### config.mk
export PLATFORM = sky130hd
export DESIGN_NAME = consistent_hash_ring_flat
export DESIGN_NICKNAME = d
export VERILOG_FILES = /design/src/rtl/chr_pkg.sv /design/src/rtl/chr_if.sv /design/src/rtl/chr_fold.sv /design/src/rtl/consistent_hash_ring.sv /design/src/flat_wrapper.sv
export SDC_FILE = /design/constraint.sdc
export NUM_CORES = 2
export LEC_CHECK = 0
export BUFFER_PORTS_ARGS = -buffer_cell sky130_fd_sc_hd__clkbuf_2
export CAP_MARGIN = 20
export CORE_MARGIN = 2
export CORE_UTILIZATION = 30
export DETAILED_ROUTE_END_ITERATION = 7
export GPL_ROUTABILITY_DRIVEN = 0
export PLACE_DENSITY = 0.45
export SLEW_MARGIN = 20
export SYNTH_ARGS = -nofsm -noshare
export SYNTH_HDL_FRONTEND = slang
export SYNTH_HIERARCHICAL = 1
export SYNTH_SLANG_ARGS = --single-unit
### constraint.sdc
create_clock -name clk -period 7.5 [get_ports clk]
set_input_delay 0.75 -clock clk [delete_from_list [all_inputs] [get_ports clk]]
set_output_delay 0.75 -clock clk [all_outputs]
set_load 0.01 [all_outputs]
### src/rtl/chr_pkg.sv
package chr_pkg;

  localparam int RING_ENTRIES = 64;
  localparam int SHARD_COUNT  = 16;
  localparam int IDX_W        = $clog2(RING_ENTRIES);
  localparam int CNT_W        = $clog2(RING_ENTRIES + 1);
  localparam int SHARD_W      = 4;
  localparam int HASH_W       = 32;
  localparam int HASH_SHIFT   = 15;
  localparam logic [HASH_W-1:0] HASH_MUL = 32'h5bd1e995;

  localparam logic [1:0] MODE_LOOKUP = 2'd0;
  localparam logic [1:0] MODE_INSERT = 2'd1;
  localparam logic [1:0] MODE_CLEAR  = 2'd2;

  localparam logic [1:0] STATUS_OK    = 2'd0;
  localparam logic [1:0] STATUS_EMPTY = 2'd1;
  localparam logic [1:0] STATUS_FULL  = 2'd2;

  typedef struct packed {
    logic [HASH_W-1:0]  hash;
    logic [SHARD_W-1:0] shard;
  } ring_entry_t;

  typedef enum logic [2:0] {
    S_IDLE,
    S_FOLD,
    S_LK_RD,
    S_LK_CMP,
    S_IN_RD,
    S_IN_CMP,
    S_IN_PUT,
    S_RESP
  } state_t;

  function automatic logic [SHARD_W-1:0] clamp_shard(input logic [SHARD_W-1:0] s);
    logic [SHARD_W-1:0] r;
    r = s;
    if (int'(s) >= SHARD_COUNT) begin
      r = SHARD_W'(SHARD_COUNT - 1);
    end
    return r;
  endfunction

endpackage

### src/rtl/chr_if.sv
interface chr_in_if;
  logic                         valid;
  logic                         ready;
  logic [1:0]                   mode;
  logic [7:0]                   key_byte;
  logic                         last;
  logic [chr_pkg::SHARD_W-1:0]  entry_shard;

  modport source (output valid, mode, key_byte, last, entry_shard, input ready);
  modport sink (input valid, mode, key_byte, last, entry_shard, output ready);
endinterface

interface chr_out_if;
  logic                         valid;
  logic                         ready;
  logic [chr_pkg::SHARD_W-1:0]  target_shard;
  logic [chr_pkg::HASH_W-1:0]   key_hash;
  logic [1:0]                   status;

  modport source (output valid, target_shard, key_hash, status, input ready);
  modport sink (input valid, target_shard, key_hash, status, output ready);
endinterface

### src/rtl/chr_fold.sv
module chr_fold (
  input  logic                        clk,
  input  logic                        load,
  input  logic [chr_pkg::HASH_W-1:0]  accum,
  input  logic [7:0]                  key_byte,
  output logic [chr_pkg::HASH_W-1:0]  hash
);

  logic [chr_pkg::HASH_W-1:0] x;
  logic [chr_pkg::HASH_W-1:0] m;

  // xor sign-extended byte, multiply next cycle
  always_ff @(posedge clk) begin
    if (load) begin
      x <= accum ^ {{(chr_pkg::HASH_W - 8){key_byte[7]}}, key_byte};
    end
  end

  assign m    = x * chr_pkg::HASH_MUL;
  assign hash = m ^ (m >> chr_pkg::HASH_SHIFT);

endmodule

### src/rtl/consistent_hash_ring.sv
// handshake: one beat at a time, ready only while idle
// non-final byte: registered in the fold unit, then multiplied and mixed into the accumulator
// final lookup byte: a read and a compare per ring entry scanned up to the first match
// final insert byte: compare per entry from the top, put at bottom; no write when full
// a result still held in the output register stalls the next final byte
// rst (synchronous) clears control, seed, accumulator and entry count; ring contents stay
module consistent_hash_ring (
  input  logic                        clk,
  input  logic                        rst,
  input  logic                        cfg_we,
  input  logic [chr_pkg::HASH_W-1:0]  cfg_data,
  chr_in_if.sink                      key_in,
  chr_out_if.source                   result
);

  chr_pkg::state_t state, state_next;

  logic [chr_pkg::HASH_W-1:0]  seed;
  logic [chr_pkg::HASH_W-1:0]  accum;
  logic [chr_pkg::HASH_W-1:0]  hash;
  logic [chr_pkg::HASH_W-1:0]  key_h;
  logic [chr_pkg::CNT_W-1:0]   entry_count;
  logic [chr_pkg::CNT_W-1:0]   cnt_m1;
  logic [chr_pkg::IDX_W-1:0]   idx;
  logic [1:0]                  mode_r;
  logic                        last_r;
  logic [chr_pkg::SHARD_W-1:0] shard_r;
  logic [chr_pkg::SHARD_W-1:0] first_shard;
  logic [chr_pkg::SHARD_W-1:0] res_target;
  logic [1:0]                  res_status;

  chr_pkg::ring_entry_t        ring [chr_pkg::RING_ENTRIES];
  chr_pkg::ring_entry_t        rdata;
  chr_pkg::ring_entry_t        wdata;
  logic [chr_pkg::IDX_W-1:0]   waddr;
  logic                        mem_we;

  logic                        accept;
  logic                        fold_load;
  logic                        obuf_load;
  logic                        last_entry;
  logic                        hit;
  logic                        greater;

  logic                        o_valid;
  logic [chr_pkg::SHARD_W-1:0] o_target;
  logic [chr_pkg::HASH_W-1:0]  o_hash;
  logic [1:0]                  o_status;

  assign accept     = key_in.valid && key_in.ready;
  assign cnt_m1     = entry_count - chr_pkg::CNT_W'(1);
  assign last_entry = (chr_pkg::CNT_W'(idx) == cnt_m1);
  assign hit        = (rdata.hash >= key_h);
  assign greater    = (rdata.hash > key_h);

  chr_fold u_fold (
    .clk      (clk),
    .load     (fold_load),
    .accum    (accum),
    .key_byte (key_in.key_byte),
    .hash     (hash)
  );

  always_ff @(posedge clk) begin
    if (mem_we) begin
      ring[waddr] <= wdata;
    end
    rdata <= ring[idx];
  end

  // next state
  always_comb begin
    state_next = state;
    case (state)
      chr_pkg::S_IDLE: begin
        if (accept && (key_in.mode == chr_pkg::MODE_LOOKUP ||
                       key_in.mode == chr_pkg::MODE_INSERT)) begin
          state_next = chr_pkg::S_FOLD;
        end
      end
      chr_pkg::S_FOLD: begin
        if (!last_r) begin
          state_next = chr_pkg::S_IDLE;
        end else if (mode_r == chr_pkg::MODE_LOOKUP) begin
          state_next = (entry_count == '0) ? chr_pkg::S_RESP : chr_pkg::S_LK_RD;
        end else if (int'(entry_count) >= chr_pkg::RING_ENTRIES) begin
          state_next = chr_pkg::S_RESP;
        end else if (entry_count == '0) begin
          state_next = chr_pkg::S_IN_PUT;
        end else begin
          state_next = chr_pkg::S_IN_RD;
        end
      end
      chr_pkg::S_LK_RD:  state_next = chr_pkg::S_LK_CMP;
      chr_pkg::S_LK_CMP: begin
        state_next = (hit || last_entry) ? chr_pkg::S_RESP : chr_pkg::S_LK_RD;
      end
      chr_pkg::S_IN_RD:  state_next = chr_pkg::S_IN_CMP;
      chr_pkg::S_IN_CMP: begin
        if (!greater) begin
          state_next = chr_pkg::S_RESP;
        end else if (idx == '0) begin
          state_next = chr_pkg::S_IN_PUT;
        end else begin
          state_next = chr_pkg::S_IN_RD;
        end
      end
      chr_pkg::S_IN_PUT: state_next = chr_pkg::S_RESP;
      chr_pkg::S_RESP: begin
        if (!o_valid || result.ready) begin
          state_next = chr_pkg::S_IDLE;
        end
      end
      default: state_next = chr_pkg::S_IDLE;
    endcase
  end

  // outputs
  always_comb begin
    key_in.ready = 1'b0;
    fold_load    = 1'b0;
    obuf_load    = 1'b0;
    mem_we       = 1'b0;
    waddr        = idx;
    wdata.hash   = key_h;
    wdata.shard  = shard_r;
    case (state)
      chr_pkg::S_IDLE: begin
        key_in.ready = !rst;
        fold_load    = 1'b1;
      end
      chr_pkg::S_IN_CMP: begin
        mem_we = 1'b1;
        waddr  = idx + chr_pkg::IDX_W'(1);
        if (greater) begin
          wdata = rdata;
        end
      end
      chr_pkg::S_IN_PUT: begin
        mem_we = 1'b1;
      end
      chr_pkg::S_RESP: begin
        obuf_load = !o_valid || result.ready;
      end
      default: begin
      end
    endcase
  end

  always_ff @(posedge clk) begin
    if (rst) begin
      state       <= chr_pkg::S_IDLE;
      seed        <= '0;
      accum       <= '0;
      entry_count <= '0;
      o_valid     <= 1'b0;
    end else begin
      state <= state_next;
      if (cfg_we) begin
        seed  <= cfg_data;
        accum <= cfg_data;
      end
      if (accept && key_in.mode == chr_pkg::MODE_CLEAR) begin
        entry_count <= '0;
        accum       <= seed;
      end
      if (state == chr_pkg::S_FOLD) begin
        accum <= last_r ? seed : hash;
      end
      if ((state == chr_pkg::S_IN_CMP && !greater) || state == chr_pkg::S_IN_PUT) begin
        entry_count <= entry_count + chr_pkg::CNT_W'(1);
      end
      if (obuf_load) begin
        o_valid <= 1'b1;
      end else if (result.ready) begin
        o_valid <= 1'b0;
      end
    end
  end

  // datapath
  always_ff @(posedge clk) begin
    if (accept) begin
      mode_r  <= key_in.mode;
      last_r  <= key_in.last;
      shard_r <= chr_pkg::clamp_shard(key_in.entry_shard);
    end
    case (state)
      chr_pkg::S_FOLD: begin
        key_h      <= hash;
        res_status <= chr_pkg::STATUS_OK;
        if (mode_r == chr_pkg::MODE_LOOKUP) begin
          res_target <= '0;
          idx        <= '0;
          if (entry_count == '0) begin
            res_status <= chr_pkg::STATUS_EMPTY;
          end
        end else begin
          res_target <= shard_r;
          idx        <= (entry_count == '0) ? '0 : cnt_m1[chr_pkg::IDX_W-1:0];
          if (int'(entry_count) >= chr_pkg::RING_ENTRIES) begin
            res_status <= chr_pkg::STATUS_FULL;
          end
        end
      end
      chr_pkg::S_LK_CMP: begin
        if (idx == '0) begin
          first_shard <= rdata.shard;
        end
        if (hit) begin
          res_target <= rdata.shard;
        end else if (last_entry) begin
          res_target <= (idx == '0) ? rdata.shard : first_shard;
        end else begin
          idx <= idx + chr_pkg::IDX_W'(1);
        end
      end
      chr_pkg::S_IN_CMP: begin
        if (greater && idx != '0) begin
          idx <= idx - chr_pkg::IDX_W'(1);
        end
      end
      default: begin
      end
    endcase
    if (obuf_load) begin
      o_target <= res_target;
      o_hash   <= key_h;
      o_status <= res_status;
    end
  end

  assign result.valid        = o_valid;
  assign result.target_shard = o_target;
  assign result.key_hash     = o_hash;
  assign result.status       = o_status;

  a_count_range: assert property (@(posedge clk) disable iff (rst)
    int'(entry_count) <= chr_pkg::RING_ENTRIES)
    else $error("entry count above ring size");

  a_clear_empties: assert property (@(posedge clk) disable iff (rst)
    accept && key_in.mode == chr_pkg::MODE_CLEAR |=> entry_count == '0)
    else $error("clear did not empty the ring");

  a_write_on_insert: assert property (@(posedge clk) disable iff (rst)
    mem_we |-> (mode_r == chr_pkg::MODE_INSERT && last_r))
    else $error("ring written outside an insert");

  a_busy_no_ready: assert property (@(posedge clk) disable iff (rst)
    accept && !key_in.last && (key_in.mode == chr_pkg::MODE_LOOKUP ||
      key_in.mode == chr_pkg::MODE_INSERT) |=> !key_in.ready ##1 key_in.ready)
    else $error("non-final byte did not take two cycles");

endmodule
### src/flat_wrapper.sv
// flat-port wrapper written by rule: the top's interface ports become plain ports
module consistent_hash_ring_flat 
  (clk, rst, cfg_we, cfg_data, key_in_valid, key_in_mode, key_in_key_byte, key_in_last, key_in_entry_shard, key_in_ready, result_valid, result_target_shard, result_key_hash, result_status, result_ready);
  chr_in_if key_in_i ();
  chr_out_if result_i ();
  input  logic clk;
  input  logic rst;
  input  logic cfg_we;
  input  logic [chr_pkg::HASH_W-1:0] cfg_data;
  input wire logic [$bits(key_in_i.valid)-1:0] key_in_valid;
  input wire logic [$bits(key_in_i.mode)-1:0] key_in_mode;
  input wire logic [$bits(key_in_i.key_byte)-1:0] key_in_key_byte;
  input wire logic [$bits(key_in_i.last)-1:0] key_in_last;
  input wire logic [$bits(key_in_i.entry_shard)-1:0] key_in_entry_shard;
  output wire logic [$bits(key_in_i.ready)-1:0] key_in_ready;
  output wire logic [$bits(result_i.valid)-1:0] result_valid;
  output wire logic [$bits(result_i.target_shard)-1:0] result_target_shard;
  output wire logic [$bits(result_i.key_hash)-1:0] result_key_hash;
  output wire logic [$bits(result_i.status)-1:0] result_status;
  input wire logic [$bits(result_i.ready)-1:0] result_ready;
  assign key_in_i.valid = key_in_valid;
  assign key_in_i.mode = key_in_mode;
  assign key_in_i.key_byte = key_in_key_byte;
  assign key_in_i.last = key_in_last;
  assign key_in_i.entry_shard = key_in_entry_shard;
  assign key_in_ready = key_in_i.ready;
  assign result_valid = result_i.valid;
  assign result_target_shard = result_i.target_shard;
  assign result_key_hash = result_i.key_hash;
  assign result_status = result_i.status;
  assign result_i.ready = result_ready;
  consistent_hash_ring u_core (.clk(clk), .rst(rst), .cfg_we(cfg_we), .cfg_data(cfg_data), .key_in(key_in_i), .result(result_i));
endmodule
### Yosys cells after proc, flatten, opt, wreduce, memory -nomap -nowiden

Memory sizes are Yosys's and may differ from the RTL's. A register that Yosys moved wholly into a read port is not among the register bits.
Index checks and enable logic that the tools add are counted.

| storage, ports and cells | value |
|---|---|
| register bits after elaboration | 200 |
| bits in writable memories | 2304 |
| input bits | 52 |
| memories | 1 |

Memories:

| name | depth | bits a word | read ports | clocked after memory_dff | write ports | line | text |
|---|---|---|---|---|---|---|---|
| u_core.ring | 64 | 36 | 1 | 1 | 1 | consistent_hash_ring.sv:32 | `chr_pkg::ring_entry_t ring [chr_pkg::RING_ENTRIES];` |

| cells by class | value |
|---|---|
| add/sub/neg operators | 4 |
| multiply operators | 1 |
| magnitude comparators | 3 |
| eq/ne operators | 16 |
| mux-type cells | 42 |
| bitwise gates (word level) | 2 |
| reduce and logical (&&, ||, !) cells | 27 |

Operators by type and width:

| operator | number |
|---|---|
| two-way mux 32 bit | 4 |
| two-way mux 36 bit | 2 |
| two-way mux 6 bit | 6 |
| >= comparator 32 bit | 1 |
| > comparator 32 bit | 1 |
| multiplier 32 x 31 -> 32 bit (second input constant) | 1 |
| bitwise XOR 32 x 17 -> 32 bit | 1 |
| bitwise XOR 32 bit | 1 |
| two-way mux 3 bit | 8 |
| case mux 3 bit (8 select lines) | 1 |
| case mux 6 bit (3 select lines) | 1 |
| two-way mux 4 bit | 4 |
| two-way mux 7 bit | 2 |
| == test 3 bit (second input constant) | 4 |
| two-way mux 1 bit | 9 |
| two-way mux 2 bit | 4 |
| case mux 4 bit (2 select lines) | 1 |
| adder 7 x 1 -> 7 bit (second input constant) | 1 |
| == test 6 x 7 -> 1 bit | 1 |
| >= comparator 7 bit (second input constant) | 1 |
| zero test 7 bit | 1 |
| subtractor 7 x 1 -> 7 bit (second input constant) | 1 |
| adder 6 x 1 -> 6 bit (second input constant) | 1 |
| == test 3 x 2 -> 1 bit (second input constant) | 2 |
| other kinds (19) | 36 |

### Logic depth before layout (Yosys ltp)

| depth | value |
|---|---|
| depth in word-level cells | 6 |
| depth in mapped cells | 28 |

### Hierarchy

Netlist, hierarchy kept.

Modules (own cells, without submodules):

| module | instances | cells an instance | area each (sq um) | seq. area each (sq um) |
|---|---|---|---|---|
| consistent_hash_ring | 1 | 4130 | 96176.0 | 74201.2 |
| chr_fold | 1 | 1062 | 10645.2 | 960.9 |

### Worst setup path before layout

OpenSTA, ideal clock, no wires.

| timing | value |
|---|---|
| path type | register -> register |
| from | register u_core/u_fold/x[8] in the netlist's numbering |
| to | register u_core/accum[15] in the netlist's numbering |
| data arrival time | 6938 ps |
| slack | 425 ps |
| cell stages (with the launch flop) | 27 |
| path through | edfxtp_1 -> inv_1 -> fa_1 -> inv_1 -> ha_1 -> inv_1 -> fa_1 -> inv_1 -> fa_1 -> inv_1 -> fa_1 -> inv_1 -> fa_1 -> fa_1 -> inv_1 -> fa_1 -> inv_1 -> ha_1 -> a21oi_1 -> nand2_1 -> a2bb2oi_1 -> nor3_1 -> a211o_1 -> mux2_2 -> xor2_1 -> a222oi_1 -> a211oi_1 |

| on the way | value |
|---|---|
| word-level cells in the longest chain between the ends | 4 |

RTL lines:

| element | line | text |
|---|---|---|
| from (decl) | chr_fold.sv:9 | `logic [chr_pkg::HASH_W-1:0] x;` |
| from (signal assigned) | chr_fold.sv:15 | `x <= accum ^ {{(chr_pkg::HASH_W - 8){key_byte[7]}}, key_byte};` |
| multiplier 32 x 31 -> 32 bit | chr_fold.sv:19 | `assign m = x * chr_pkg::HASH_MUL;` |
| named net u_core.u_fold.m, one bit | chr_fold.sv:10 | `logic [chr_pkg::HASH_W-1:0] m;` |
| bitwise XOR 32 x 17 -> 32 bit | chr_fold.sv:20 | `assign hash = m ^ (m >> chr_pkg::HASH_SHIFT);` |
| named net u_core.hash, one bit | consistent_hash_ring.sv:20 | `logic [chr_pkg::HASH_W-1:0] hash;` |
| two-way mux 32 bit | consistent_hash_ring.sv:168 | `accum <= last_r ? seed : hash;` |
| two-way mux 32 bit | consistent_hash_ring.sv:167 | `if (state == chr_pkg::S_FOLD) begin` |
| to (signal assigned) | consistent_hash_ring.sv:161 | `accum <= cfg_data;` |
| to (signal assigned) | consistent_hash_ring.sv:168 |  |
| to (decl) | consistent_hash_ring.sv:19 | `logic [chr_pkg::HASH_W-1:0] accum;` |

The timed path passes the listed nets, and every way through them passes these cells.
A chain may end at the register's enable or synchronous reset.

### Final worst setup path

| timing | value |
|---|---|
| from | register u_core/u_fold/x[3] in the netlist's numbering |
| to | register u_core/accum[15] in the netlist's numbering |

| on the way | value |
|---|---|
| word-level cells in the longest chain between the ends | 4 |

RTL lines:

| element | line |
|---|---|
| multiplier 32 x 31 -> 32 bit | chr_fold.sv:19 |
| bitwise XOR 32 x 17 -> 32 bit | chr_fold.sv:20 |
| named net u_core.hash, one bit | consistent_hash_ring.sv:20 |
| two-way mux 32 bit | consistent_hash_ring.sv:168 |
| two-way mux 32 bit | consistent_hash_ring.sv:167 |

The timed path passes the listed nets, and every way through them passes these cells.

==> reports/qor.csv <==
metric,value,unit
outcome,"finished, final reports clean",
final_util,34.8,%
antenna_found_initial,24,
worstPathRequired,8.22,ns
rsz0062_at_grt,true,
rr_endpoint,u_core/accum[15],
area_delta_synth_final,15.7,%
clockBufferDepth,4,
timing.fmax,138,MHz
endpoint_kind,flip-flop,
worst_slack,0.249,ns
yosysTopAreaCell,edfxtp_1,
rr_startpoint,u_core/u_fold/x[3],
clock_sinks,2540,
clockRootBuffer,clkbuf_16,
via_count,51300,
portBuffers,91,
max-slew-margin-rel,21.5,%
hold_class,in -> reg,
fill_cells,33200,
die_y,601,µm
synth_area_leaders,"edfxtp_1 68%, mux4_2 16%, fa_1 3.4%",
reg2reg_depth,25,
start_kind,flip-flop,
ys.flop_type,edfxtp_1,
period_share,96.7,%
fin_crit,7.25,ns
io_pins,92,
die_area,0.361,mm²
synth_fp_nets,5678,
slowest_delay,0.58,ns
fp.dieW,601,µm
numCtsBuffers,287,
regToRegSetupSlack,0.25,ns
grt_overflow,0,
track_usage,16.9,%
fin_nets,6009,
path_buf_inv,7,
first_pass_iters,6,
route.detailed.drc,0,
synth_edf_count,2429,
cp.arrival,7.97,ns
synthTopCellsByCount,"2429 x edfxtp_1, 757 x mux4_2, 421 x inv_1",
fin_area,0.124,mm²
yosysSeqAreaShare,70.4,%
dp_hpwl,185000,µm
min_from,key_in_mode[1],
cts_tree,done,
synth_most_common_cell,edfxtp_1,
cap_violations,0,
vias_per_cell,4.88,
synth_top_area_share,68.3,%
min_to,u_core/mode_r[1],
setup_violations,0,
wl,308000,µm
start_util,30.1,%
synth-seq-cells,2540,
clk_pin_slew,0.06,ns
h-tree-depth,5,
finalClockSkew,0.0462,ns
syn-cell-area,0.107,mm²
grt_pass1_vias,54400,
critPathKind,reg -> reg,
path_depth,25,
coreArea,0.355,mm²
hold_viol,0,
grt_first_pass_wirelength,434000,µm
grt_max_degree,129,
synth.distinct_cells,76,
syn_inst,5192,
yosys_warnings,6,
cp_top_family,adder cells,
path_max_fanout,5,
async_flop_share,0,%
clkLatencyLatePin,0.90,ns
ant_nets,0,
wl_per_cell,29.4,µm
hold_depth,1,
tightest_slew,1.18,ns
dpl_cell_area,0.114,mm²
dpl_worst_slack,-0.0183,ns
synth_area_per_cell,20.6,µm²
slowest_stage,fa_1,
drive_gt1_share,27.0,%
drt_iter0_markers,4326,
placementRows,219,
finalMaxSlewViolations,0,
crit_top_cell,fa_1,
==> flip-flops by register name, indices dropped and copies added (netlist names), 3 cells and up <==
register	count
u_core/shard_r	4
u_core/accum	32
u_core/state	3
u_core/first_shard	4
u_core/u_fold/x	32
u_core/rdata	36
u_core/res_target	4
u_core/seed	32
u_core/result.key_hash	32
u_core/key_h	32
u_core/ring	2304
u_core/idx	6
u_core/result.target_shard	4
u_core/entry_count	7
==> cell usage in the layout, fill, tap and decap left out, types with 8 or more instances in the layout <==
cell type / Yosys / layout
a211oi_1: 17 / 17
a21o_1: 8 / 8
a21oi_1: 69 / 68
a222oi_1: 11 / 11
buf_12: 0 / 14
buf_4: 22 / 170
bufinv_16: 0 / 21
clkbuf_1: 137 / 72
clkbuf_16: 0 / 299
clkbuf_2: 0 / 90
clkbuf_8: 0 / 11
clkinv_1: 2 / 55
clkinv_2: 0 / 31
dfxtp_1: 111 / 111
diode_2: 0 / 9
edfxtp_1: 2429 / 2429
fa_1: 181 / 181
ha_1: 253 / 251
inv_1: 421 / 421
inv_6: 0 / 13
mux2_2: 37 / 12
mux2_4: 0 / 25
mux2i_1: 36 / 36
mux4_2: 757 / 757
nand2_1: 58 / 58
nand2b_1: 13 / 11
nand3_1: 25 / 25
nand4_1: 10 / 10
nor2_1: 191 / 124
nor2_4: 0 / 67
nor3_1: 37 / 34
o21a_1: 8 / 8
o21ai_0: 30 / 28
o22ai_1: 24 / 24
xnor2_1: 69 / 68
xor2_1: 54 / 54
==> repair_timing <==
action | in CTS | in global routing
gates resized for setup | 1 | 9
hold buffers | 0 | 0
setup buffers | 0 | 2
pin swaps | 0 | 13
endpoints found under the setup margin | 2 | 14
==> final cells by class <==
class	instances	area (µm²)	area share, %
Multi-Input combinational cell	1992	29700	24.0
Clock inverter	127	1190	0.966
Sequential cell	2540	75200	60.8
Timing Repair Buffer	279	2090	1.69
Tap cell	4751	5940	4.81
Antenna cell	9	22.5	0.0182
Inverter	423	1590	1.28
Clock buffer	382	7900	6.39
==> logic make-up after synthesis <==
group                    share of synthesized area [%]
AND/OR/NAND/NOR                                   1.59
adder cells (fa/ha/maj)                           6.36
AO/OA/AOI/OAI                                     1.41
buffers and inverters                             2.49
XOR/XNOR                                          1.11
flip-flops                                        70.4
multiplexers                                      16.7
==> through the flow <==
step | cells | hold slack, ns | TNS (ns)
floorplan | 5192 | 0.400 | 0
global placement | 9979 | 0.413 | -0.0380
detailed placement | 9980 | 0.420 | -0.0183
CTS | 10500 | 0.0561 | 0
global route | 10500 | 0.0667 | -0.0238
finish | 10500 | 0.124 | 0
==> metal layers <==
| metal | track usage, % | vias to the layer above | part of all wire, % |
|---|---|---|---|
| met5 | 0 | - | 0.018 |
| met4 | 3.23 | 10 | 1.7 |
| met3 | 2.22 | 320 | 3.7 |
| met2 | 29.3 | 1075 | 51 |
| met1 | 22.7 | 28300 | 44 |
| li1 | - | 21500 | - |
==> worst max path at each step <==
stage	startpoint	endpoint	slack, ns
2_1_floorplan	u_core/u_fold/x[8]	u_core/accum[15]	0.42
5_1_grt	u_core/u_fold/x[3]	u_core/accum[15]	-0.02
6_report	u_core/u_fold/x[3]	u_core/accum[15]	0.25
3_5_place_dp	u_core/u_fold/x[9]	u_core/accum[13]	-0.02
3_3_place_gp	u_core/u_fold/x[8]	u_core/accum[13]	-0.04
4_1_cts	u_core/u_fold/x[9]	u_core/accum[13]	0.05
Power is left out: the tool's default activity adds up to more than one toggle a clock period on the data nets, which glitch-free logic cannot reach.
